$ cat src/rtl/core/spq_pkg.sv
// ----------------------------------------------------------------------------
// spq_pkg
// shared types and constants of the sorted priority queue
// ----------------------------------------------------------------------------
package spq_pkg;

  // operation codes
  localparam logic CMD_ENQ = 1'b0;
  localparam logic CMD_DEQ = 1'b1;

  // result status codes
  localparam logic [1:0] ST_DONE  = 2'd0;
  localparam logic [1:0] ST_FULL  = 2'd1;
  localparam logic [1:0] ST_EMPTY = 2'd2;

  // level range, 1 most urgent
  localparam logic [2:0] LEVEL_MIN = 3'd1;
  localparam logic [2:0] LEVEL_MAX = 3'd5;

  localparam int unsigned LEVEL_BITS = 3;
  localparam int unsigned WORD_BITS  = 32;
  localparam int unsigned COUNT_BITS = 5;

  typedef struct packed {
    logic                  cmd;
    logic [LEVEL_BITS-1:0] new_level;
    logic [WORD_BITS-1:0]  new_payload;
  } in_t;

  typedef struct packed {
    logic [1:0]            status;
    logic [LEVEL_BITS-1:0] head_level;
    logic [WORD_BITS-1:0]  head_payload;
    logic [COUNT_BITS-1:0] entry_count;
  } out_t;

  // controller to datapath
  typedef struct packed {
    logic load;
    logic insert;
    logic remove;
    logic rep_full;
    logic rep_empty;
  } ctrl_cmd_t;

  // datapath to controller
  typedef struct packed {
    logic is_deq;
    logic full;
    logic empty;
  } dp_stat_t;

endpackage

$ cat src/rtl/core/spq_ctrl.sv
// ----------------------------------------------------------------------------
// spq_ctrl
// controller: takes an item, then issues one queue operation for it
// ----------------------------------------------------------------------------
module spq_ctrl (
  input  logic               clk_i,
  input  logic               rst_ni,
  input  logic               start,
  output logic               busy,
  input  spq_pkg::dp_stat_t  stat_i,
  output spq_pkg::ctrl_cmd_t cmd_o
);

  localparam logic S_IDLE = 1'b0;
  localparam logic S_EXEC = 1'b1;

  logic state_q, state_d;

  always_ff @(posedge clk_i or negedge rst_ni) begin
    if (!rst_ni) begin
      state_q <= S_IDLE;
    end else begin
      state_q <= state_d;
    end
  end

  always_comb begin
    state_d = state_q;
    cmd_o   = '0;
    case (state_q)
      S_IDLE: begin
        if (start) begin
          cmd_o.load = 1'b1;
          state_d    = S_EXEC;
        end
      end
      S_EXEC: begin
        if (stat_i.is_deq) begin
          cmd_o.rep_empty = stat_i.empty;
          cmd_o.remove    = !stat_i.empty;
        end else begin
          cmd_o.rep_full = stat_i.full;
          cmd_o.insert   = !stat_i.full;
        end
        state_d = S_IDLE;
      end
      default: begin
        state_d = S_IDLE;
      end
    endcase
  end

  assign busy = (state_q == S_EXEC);

endmodule

$ cat src/rtl/core/spq_datapath.sv
// ----------------------------------------------------------------------------
// spq_datapath
// sorted shift-register cells with parallel compare, count and result register
// ----------------------------------------------------------------------------
module spq_datapath #(
  parameter int unsigned DEPTH        = 16,
  parameter int unsigned PAYLOAD_BITS = 32
) (
  input  logic               clk_i,
  input  logic               rst_ni,
  input  spq_pkg::in_t       item_i,
  input  spq_pkg::ctrl_cmd_t cmd_i,
  output spq_pkg::dp_stat_t  stat_o,
  output logic               done_o,
  output spq_pkg::out_t      result_o
);

  localparam int unsigned CW = $clog2(DEPTH + 1);

  logic                              deq_q;
  logic [spq_pkg::LEVEL_BITS-1:0]    lvl_q;
  logic [PAYLOAD_BITS-1:0]           pay_q;
  logic [CW-1:0]                     count_q, count_d;
  logic [spq_pkg::LEVEL_BITS-1:0]    level_q [DEPTH];
  logic [PAYLOAD_BITS-1:0]           payload_q [DEPTH];
  logic [DEPTH-1:0]                  ins_ge, first;
  logic [spq_pkg::LEVEL_BITS-1:0]    lvl_sat;
  logic                              done_q;
  spq_pkg::out_t                     out_q;

  // level saturation on capture
  always_comb begin
    lvl_sat = item_i.new_level;
    if (item_i.new_level < spq_pkg::LEVEL_MIN) begin
      lvl_sat = spq_pkg::LEVEL_MIN;
    end else if (item_i.new_level > spq_pkg::LEVEL_MAX) begin
      lvl_sat = spq_pkg::LEVEL_MAX;
    end
  end

  always_ff @(posedge clk_i) begin
    if (cmd_i.load) begin
      deq_q <= (item_i.cmd == spq_pkg::CMD_DEQ);
      lvl_q <= lvl_sat;
      pay_q <= PAYLOAD_BITS'(item_i.new_payload);
    end
  end

  // thermometer of cells at or after the insertion point
  always_comb begin
    for (int k = 0; k < DEPTH; k++) begin
      ins_ge[k] = (count_q <= CW'(k)) || (level_q[k] >= lvl_q);
    end
    first[0] = ins_ge[0];
    for (int k = 1; k < DEPTH; k++) begin
      first[k] = ins_ge[k] && !ins_ge[k-1];
    end
  end

  for (genvar k = 0; k < DEPTH; k++) begin : g_cell
    always_ff @(posedge clk_i) begin
      if (cmd_i.insert) begin
        if (first[k]) begin
          level_q[k]   <= lvl_q;
          payload_q[k] <= pay_q;
        end else if (ins_ge[k]) begin
          if (k > 0) begin
            level_q[k]   <= level_q[(k > 0) ? k - 1 : 0];
            payload_q[k] <= payload_q[(k > 0) ? k - 1 : 0];
          end
        end
      end else if (cmd_i.remove) begin
        if (k < DEPTH - 1) begin
          level_q[k]   <= level_q[(k < DEPTH - 1) ? k + 1 : k];
          payload_q[k] <= payload_q[(k < DEPTH - 1) ? k + 1 : k];
        end
      end
    end
  end

  always_comb begin
    count_d = count_q;
    if (cmd_i.insert) begin
      count_d = count_q + CW'(1);
    end else if (cmd_i.remove) begin
      count_d = count_q - CW'(1);
    end
  end

  always_ff @(posedge clk_i or negedge rst_ni) begin
    if (!rst_ni) begin
      count_q <= '0;
      done_q  <= 1'b0;
    end else begin
      count_q <= count_d;
      done_q  <= cmd_i.insert | cmd_i.remove | cmd_i.rep_full | cmd_i.rep_empty;
    end
  end

  always_ff @(posedge clk_i) begin
    if (cmd_i.insert | cmd_i.remove | cmd_i.rep_full | cmd_i.rep_empty) begin
      out_q.status       <= cmd_i.rep_full  ? spq_pkg::ST_FULL :
                            cmd_i.rep_empty ? spq_pkg::ST_EMPTY : spq_pkg::ST_DONE;
      out_q.head_level   <= cmd_i.remove ? level_q[0] : '0;
      out_q.head_payload <= cmd_i.remove ? spq_pkg::WORD_BITS'(payload_q[0]) : '0;
      out_q.entry_count  <= spq_pkg::COUNT_BITS'(count_d);
    end
  end

  assign stat_o.is_deq = deq_q;
  assign stat_o.full   = (count_q >= CW'(DEPTH));
  assign stat_o.empty  = (count_q == '0);
  assign done_o        = done_q;
  assign result_o      = out_q;

endmodule

$ cat src/rtl/core/sorted_priority_queue_top.sv
// ----------------------------------------------------------------------------
// sorted_priority_queue_top
// bounded priority queue kept sorted by level, 1 most urgent
// ----------------------------------------------------------------------------
// an item is taken when start is high and busy is low; it is either an
// enqueue (level and payload) or a dequeue of the head. an enqueue goes in
// front of the first held entry of equal or larger level, so newcomers pass
// entries of the same level; a dequeue returns the head. every item gives
// exactly one result, shown on result_o for one cycle with done_o high, after
// the execute state and then the result register. the receiver cannot stall:
// a result must be captured in the cycle it is shown. busy is high for the one
// cycle in which the shift-register cells compare and move, taking no item;
// the next item can be taken in the same cycle its predecessor's
// result is shown. a full queue rejects an enqueue (status full) and an empty
// queue flags a dequeue (status empty), both leaving the contents as they were.
// entry_count is the count after the item, kept to its low five bits.
// ----------------------------------------------------------------------------
module sorted_priority_queue_top #(
  parameter int unsigned DEPTH        = 16,
  parameter int unsigned PAYLOAD_BITS = 32
) (
  input  logic          clk_i,
  input  logic          rst_ni,
  input  logic          start,
  output logic          busy,
  input  spq_pkg::in_t  item_i,
  output logic          done_o,
  output spq_pkg::out_t result_o
);

  spq_pkg::ctrl_cmd_t cmd;
  spq_pkg::dp_stat_t  stat;

  // sequencer: idle, then one execute state per item
  spq_ctrl u_ctrl (
    .clk_i  (clk_i),
    .rst_ni (rst_ni),
    .start  (start),
    .busy   (busy),
    .stat_i (stat),
    .cmd_o  (cmd)
  );

  // cells, count and result register
  spq_datapath #(
    .DEPTH        (DEPTH),
    .PAYLOAD_BITS (PAYLOAD_BITS)
  ) u_datapath (
    .clk_i    (clk_i),
    .rst_ni   (rst_ni),
    .item_i   (item_i),
    .cmd_i    (cmd),
    .stat_o   (stat),
    .done_o   (done_o),
    .result_o (result_o)
  );

endmodule
$ cat config.mk
export PLATFORM = sky130hd
export DESIGN_NAME = sorted_priority_queue_top
export DESIGN_NICKNAME = d
export VERILOG_FILES = /design/src/rtl/core/spq_pkg.sv /design/src/rtl/core/spq_ctrl.sv /design/src/rtl/core/spq_datapath.sv /design/src/rtl/core/sorted_priority_queue_top.sv
export SDC_FILE = /design/constraint.sdc
export NUM_CORES = 1
export LEC_CHECK = 0
export ABC_AREA = 1
export BUFFER_PORTS_ARGS = -buffer_cell sky130_fd_sc_hd__buf_2
export CORE_MARGIN = 8
export CORE_UTILIZATION = 51
export CTS_BUF_LIST = sky130_fd_sc_hd__clkbuf_8
export DETAILED_ROUTE_END_ITERATION = 12
export PLACE_DENSITY = 0.64
export SLEW_MARGIN = 40
export SYNTH_ARGS = -nofsm -noshare
export SYNTH_HDL_FRONTEND = slang
export SYNTH_HIERARCHICAL = 1
export SYNTH_SLANG_ARGS = --single-unit
$ cat constraint.sdc
create_clock -name clk_i -period 6.5 [get_ports clk_i]
set_input_delay 1.95 -clock clk_i [delete_from_list [all_inputs] [get_ports clk_i]]
set_output_delay 1.95 -clock clk_i [all_outputs]
set_load 0.01 [all_outputs]
==> results by group, run 1 <==
Synthesis
  – Yosys top cell area share: 52.4%
  – Post-synth top area cell: edfxtp_1
  – Synth unique cells: 38
  – Most common cell in the synthesized netlist: nand2_1
  – Yosys warns: 6
  – Post-Synthesis Cell Area: 36,500 um^2
  – Mapped Avg Cell Area: between 8 and 9 um^2
  – Top FF cell, synth: edfxtp_1
  – Synth async-reset ratio: 1.09%
  – Cells after synthesis: 4,449
  – Post-synth top cells: nand2_1 (1,651), edfxtp_1 (638), inv_1 (554)
  – Register area share after synthesis: 52.9%
  – Number of flops mapped to enable cells by yosys: 638
  – #FFs+latches synth: 645
  – Syn nets: 4,541
  – Top post-synthesis cells by area: edfxtp_1 (52%), nand2_1 (17%), nand3_1 (7.1%)

Critical path
  – Critical path, cell by cell: inv_1, ha_1, nand2_1, inv_1, nor2_2, buf_4, inv_2, nor2_4, clkinv_8, buf_12, nand2_1, buf_4
  – Cell family contributing the most delay on the critical path: buffers and inverters
  – Nature of the critical path endpoint: flop
  – R2r startpoint: u_datapath/count_q[0]$_DFF_PN0_
  – R2R setup slack: 2.10 ns
  – Startpoint types: flop
  – Worst-path fanout max: 146
  – Worst setup startpoint: u_datapath/count_q[0]$_DFF_PN0_
  – Worst path bufs/invs: 7
  – CP required: 6.84 ns
  – CP Class: reg -> reg
  – Data arrival, critical path: 4.74 ns
  – Worst path slowest cell: clkinv_8
  – Worst R2R End: u_datapath/level_q[0][3]$_DFFE_PP_
  – Worst Reg2Reg Path Length in Cells: 12
  – CP max stage delay: 0.61 ns

Finish
  – Filler instances: 6,600
  – Nets: 4,436
  – P&R area growth vs syn: 7.20%
  – Util after Layout: 55.0%
  – Finished Layout Cells: roughly 5.4k
  – Share of post-route cells with drive strength above 1: 7.17%
  – Post-Layout Inst Area: 39,200 um^2

Clock network
  – CTS Sinks: 645
  – Clock root buffer: clkbuf_8
  – Maximum clock path buffer count: 3
  – TritonCTS clock tree: done
  – Htree depth: 3
  – Postcts setup bufs: 0
  – Clk Latency, worst-skew pair: around 0.7 ns
  – CTS Buf Count: 111
  – Cts hold-fix bufs: 0
  – Worst-path clk slew: 0.06 ns
  – Post_cts resized: 0

Timing
  – Tightest Pin Transition: 0.838 ns
  – Setup Skew: 0.0192 ns
  – RSZ-0062 raised after global routing: no
  – Worst slew margin: 44.1%
  – Endpoints failing hold: 0
  – Hold_ws: 0.513 ns
  – Final Max Slew Viols: 0
  – Fmax: roughly 230 MHz
  – Period utilization: between 60% and 70%
  – # setup viols final: 0
  – Min Tclk post-route: 4.40 ns
  – Min setup slack post-route: 2.10 ns
  – TNS Setup: 0 ns

Flow run
  – Max_cap viols: 0

GRT
  – First-pass GRT wire length: 146,000 um
  – Largest net degree at the start of global routing: approximately 210
  – Global route total overflow: 0
  – Vias in the first global route: between 20k and 30k
  – Initial antenna violation count: 1
  – GR Util All Layers: 21.3%

Power
  – Static leakage: 18.3 nW
  – Total Power: between 10 and 15 mW
  – Max VDD drop: around 0.17 mV
  – PD cells: 337 nW/um^2

Place
  – RD Place Congestion: around 0.84
  – Dpl cells: 5,178
  – Number of port buffers: 82
  – Dpl ws: 2.44 ns
  – Placed Area: between 30,000 and 40,000 um^2
  – Final HPWL DP: ~59,000 um

Detailed routing
  – 1st-pass router iterations: 5
  – Average wire per standard cell: around 16 um
  – Drt drc: 0
  – Final WL: 88,600 um
  – Vias: 28.5k
  – Antenna-violating nets left: 0
  – Initial drt markers: 2,768
  – Vias per std cell: 5.29

Die
  – Die footprint: 80,500 um^2
  – Starting Density: approximately half
  – Die width: 284 um
  – Io pins: 83
  – Row cnt: 98
  – Die height: 284 um
  – Core region area: 71,200 um^2

Worst hold path
  – Min-Delay Endpoint: u_datapath/payload_q[1][215]$_DFFE_PP_
  – Worst min path class: reg -> reg
  – Worst Hold Depth: 2
  – HP Start: u_datapath/payload_q[1][247]$_DFFE_PP_

Outcome
  – Outcome: complete, no violations
cells in the final DEF (no fill, tap or decap), types with 4 or more instances in the layout:
cell type / n
o21ai_1: 8
inv_2: 6
buf_4: 44
nand3_4: 9
buf_2: 82
a21oi_1: 8
clkinv_2: 13
o21ai_0: 140
nand3_2: 10
clkinv_1: 29
nand3_1: 512
nand4_1: 387
inv_1: 594
dfrtp_1: 7
nand2_4: 4
and3_1: 4
clkbuf_8: 115
nor2_1: 73
buf_12: 7
nor2_4: 6
nand2_1: 1648
ha_1: 53
buf_16: 4
edfxtp_1: 638
kinds of logic after synthesis:
kind of cell / after synthesis / synth area share (%)
flops: 645 / 52.9
simple gates: 2665 / 32.4
fa+ha+maj: 53 / 1.82
buf+inv: 916 / 10.3
xor+xnor: 3 / 0.0719
compound gates: 167 / 2.41
layout make-up:
class	instances	area [um^2]	share of cell area [%]
flip-flops and latches	645	19300	49.4
multi-input cells	2888	13500	34.5
inverters	560	2110	5.40
clock buffers	115	1580	4.04
well taps	950	1190	3.03
repair buffers	138	1010	2.57
clock inverters	87	405	1.04
diodes	2	5.00	0.0128
flip-flops by register name (all words and copies together), names as in the netlist:
signal / flops
u_ctrl/busy: 1
u_datapath/count_q: 5
u_datapath/deq_q: 1
u_datapath/done_o: 1
u_datapath/level_q: 48
u_datapath/lvl_q: 3
u_datapath/pay_q: 32
u_datapath/payload_q: 512
u_datapath/result_o: 42
worst max-delay path by stage:
stage	endpoint	slack [ns]	depth (start not counted)
after floorplan	u_datapath/level_q[1][12]$_DFFE_PP_	1.82	7
after global placement	u_datapath/level_q[1][5]$_DFFE_PP_	2.16	13
after detailed placement	u_datapath/payload_q[0][142]$_DFFE_PP_	2.44	11
after CTS	u_datapath/payload_q[0][142]$_DFFE_PP_	2.42	11
after global routing	u_datapath/level_q[0][3]$_DFFE_PP_	1.78	12
final	u_datapath/level_q[0][3]$_DFFE_PP_	2.10	12
worst min-delay path: stages, from the launching register on:
cell	delay (ns)
edfxtp_1	0.31
nand2_1	0.05
nand2_1	0.05
metal layers:
metal / vias to the layer above / global-route usage [%] / wire (um)
met1: 12900 / 32.1 / 43100
met5: - / 0 / 0
met3: 93 / 3.06 / 6090
li1: 14500 / - / -
met4: 0 / 4.48 / 1110
met2: 928 / 32.4 / 38300
power by group:
| part | total, mW | internal (mW) | switching [mW] |
|---|---|---|---|
| Combinational | 3.85 | 0.972 | 2.88 |
| Clock | 3.36 | 1.71 | 1.65 |
| Sequential | 6.00 | 5.63 | 0.369 |
| Total | 13.2 | 8.31 | 4.90 |
No activity file was read; power rests on OpenSTA's default activity.
==> inputs of run 2 (changes only) <==
==> constraint.sdc (replaced) <==
create_clock -name clk_i -period 4.4 [get_ports clk_i]
set_input_delay 1.32 -clock clk_i [delete_from_list [all_inputs] [get_ports clk_i]]
set_output_delay 1.32 -clock clk_i [all_outputs]
set_load 0.01 [all_outputs]
==> results by group, run 2 (synthesis results as in run 1) <==
Power
  – Sequential Power Share: about 45%
  – Max VDD drop: 0.277 mV
  – Sw Share: 37.0%
  – Psw: 7.31 mW
  – Int Power: 12.4 mW
  – Combinational power share: 29.5%
  – PD cells: 503 nW/um^2
  – Clock share of power: roughly a quarter
  – Static leakage: 18.4 nW

Clock network
  – Postcts setup bufs: 0
  – CTS Sinks: 645
  – Maximum clock path buffer count: 3
  – CTS Buf Count: around 110
  – Clk Latency, worst-skew pair: 0.70 ns
  – Cts hold-fix bufs: 0
  – Htree depth: 3
  – TritonCTS clock tree: done
  – Post_cts resized: 0
  – Clock root buffer: clkbuf_8
  – Worst-path clk slew: approximately 0.060 ns

GRT
  – Initial antenna violation count: 1
  – First-pass GRT wire length: 149,000 um
  – Largest net degree at the start of global routing: 213
  – Global route total overflow: 0
  – Vias in the first global route: 27.3k
  – GR Util All Layers: between 20% and 30%

Critical path
  – Nature of the critical path endpoint: flop
  – Worst-path fanout max: 86
  – CP Class: reg -> reg
  – R2r startpoint: u_datapath/count_q[0]$_DFF_PN0_
  – CP required: 4.74 ns
  – Worst R2R End: u_datapath/payload_q[0][147]$_DFFE_PP_
  – Data arrival, critical path: approximately 3.8 ns
  – R2R setup slack: 0.97 ns
  – Worst Reg2Reg Path Length in Cells: 11
  – Startpoint types: flop

Detailed routing
  – Wl on met1: 44,200 um
  – Vias: 28.9k
  – WL met3: 6770 um
  – Vias per std cell: 5.35
  – Average wire per standard cell: 16.9 um
  – Initial drt markers: 2,816
  – Drt drc: 0
  – Final WL: 91,200 um
  – Antenna-violating nets left: 0
  – Met2 WL: just under 40,000 um
  – 1st-pass router iterations: 5
  – Top Layer Used: met5

Timing
  – Fmax: 292 MHz
  – Setup Skew: 0.0175 ns
  – Period utilization: around 78%
  – TNS Setup: 0 ns
  – # setup viols final: 0
  – Final Max Slew Viols: 0
  – Endpoints failing hold: 0
  – Min Tclk post-route: approximately 3.4 ns
  – RSZ-0062 raised after global routing: no
  – Worst slew margin: 44.4%
  – Hold_ws: 0.448 ns
  – Tightest Pin Transition: 0.834 ns

Die
  – Die footprint: 80,500 um^2
  – Core region area: around 71,000 um^2
  – Row cnt: 98
  – Die width: 284 um
  – Starting Density: 51.3%
  – Io pins: 83
  – Die height: 284 um

Flow run
  – Max_cap viols: 0

Finish
  – Finished Layout Cells: 5,404
  – Share of post-route cells with drive strength above 1: ~7.7%
  – Commonest non-fill, non-tap cell in the layout: nand2_1
  – Nets: 4,461
  – Largest Register: u_datapath/payload_q
  – P&R area growth vs syn: 7.54%
  – Max reg flops: roughly 510
  – Most frequent cells in the layout: nand2_1 (1,648), edfxtp_1 (638), inv_1 (591)

Worst hold path
  – Worst min path class: in -> async

Place
  – RD Place Congestion: 0.815
  – Dpl cells: 5,201
  – Number of port buffers: 82
  – Final HPWL DP: 61,000 um

Outcome
  – Outcome: complete, no violations
-- run 2: stage by stage --
stage | power (mW) | setup slack (ns) | instance area (um^2) | utilization, %
final | 19.8 | 0.970 | 39300 | 55.2
after global routing | 21.0 | 0.729 | 39300 | 55.2
after CTS | 19.9 | 0.953 | 39200 | 55.1
after detailed placement | 14.7 | 0.997 | 37200 | 52.2
after global placement | 14.6 | 1.04 | 37200 | 52.2
after floorplan | 13.2 | 0.524 | 36500 | -
-- run 2: power groups by stage --
stage	Combinational, mW	Sequential [mW]	Clock [mW]
after floorplan	4.34	8.86	0
after global placement	5.64	8.94	0
after detailed placement	5.76	8.97	0
after CTS	5.79	8.85	5.22
after global routing	6.54	8.98	5.48
final	5.82	8.86	5.07
-- run 2: layout make-up --
cell class                 instances  area, um^2
timing repair buffer             160        1110
sequential                       645       19300
tap                              950        1190
fill                            6617       32000
clock inverter                    83         413
clock buffer                     117        1610
inverter                         560        2110
multi-input combinational       2888       13500
antenna                            1        2.50
-- run 2: worst max-delay path by stage --
stage               slack (ns)                                      to                              start
finish                    0.97  u_datapath/payload_q[0][147]$_DFFE_PP_    u_datapath/count_q[0]$_DFF_PN0_
detailed placement         1.0   u_datapath/payload_q[1][16]$_DFFE_PP_    u_datapath/count_q[4]$_DFF_PN0_
floorplan                 0.52     u_datapath/level_q[1][21]$_DFFE_PP_  u_datapath/lvl_q[1]$_SDFFCE_PP0P_
global placement          1.04   u_datapath/payload_q[1][16]$_DFFE_PP_    u_datapath/count_q[0]$_DFF_PN0_
CTS                       0.95   u_datapath/payload_q[1][14]$_DFFE_PP_    u_datapath/count_q[0]$_DFF_PN0_
global route              0.73  u_datapath/payload_q[0][144]$_DFFE_PP_    u_datapath/count_q[0]$_DFF_PN0_
-- run 2: worst max-delay path: stages (launching register included) --
cell     delay [ns]
dfrtp_1        0.50
inv_1          0.16
ha_1           0.27
nand2_1        0.24
inv_1          0.11
nor2_2         0.16
inv_2          0.06
nor2_4         0.38
inv_8          0.31
buf_12         0.31
nand2_1        0.10
buf_4          0.40
-- run 2: routing by layer --
| metal | vias up | GRT usage [%] |
|---|---|---|
| li1 | 14600 | - |
| met1 | 13200 | 33.2 |
| met2 | 1033 | 32.4 |
| met3 | 108 | 3.73 |
| met4 | 2 | 5.12 |
| met5 | - | 0.609 |
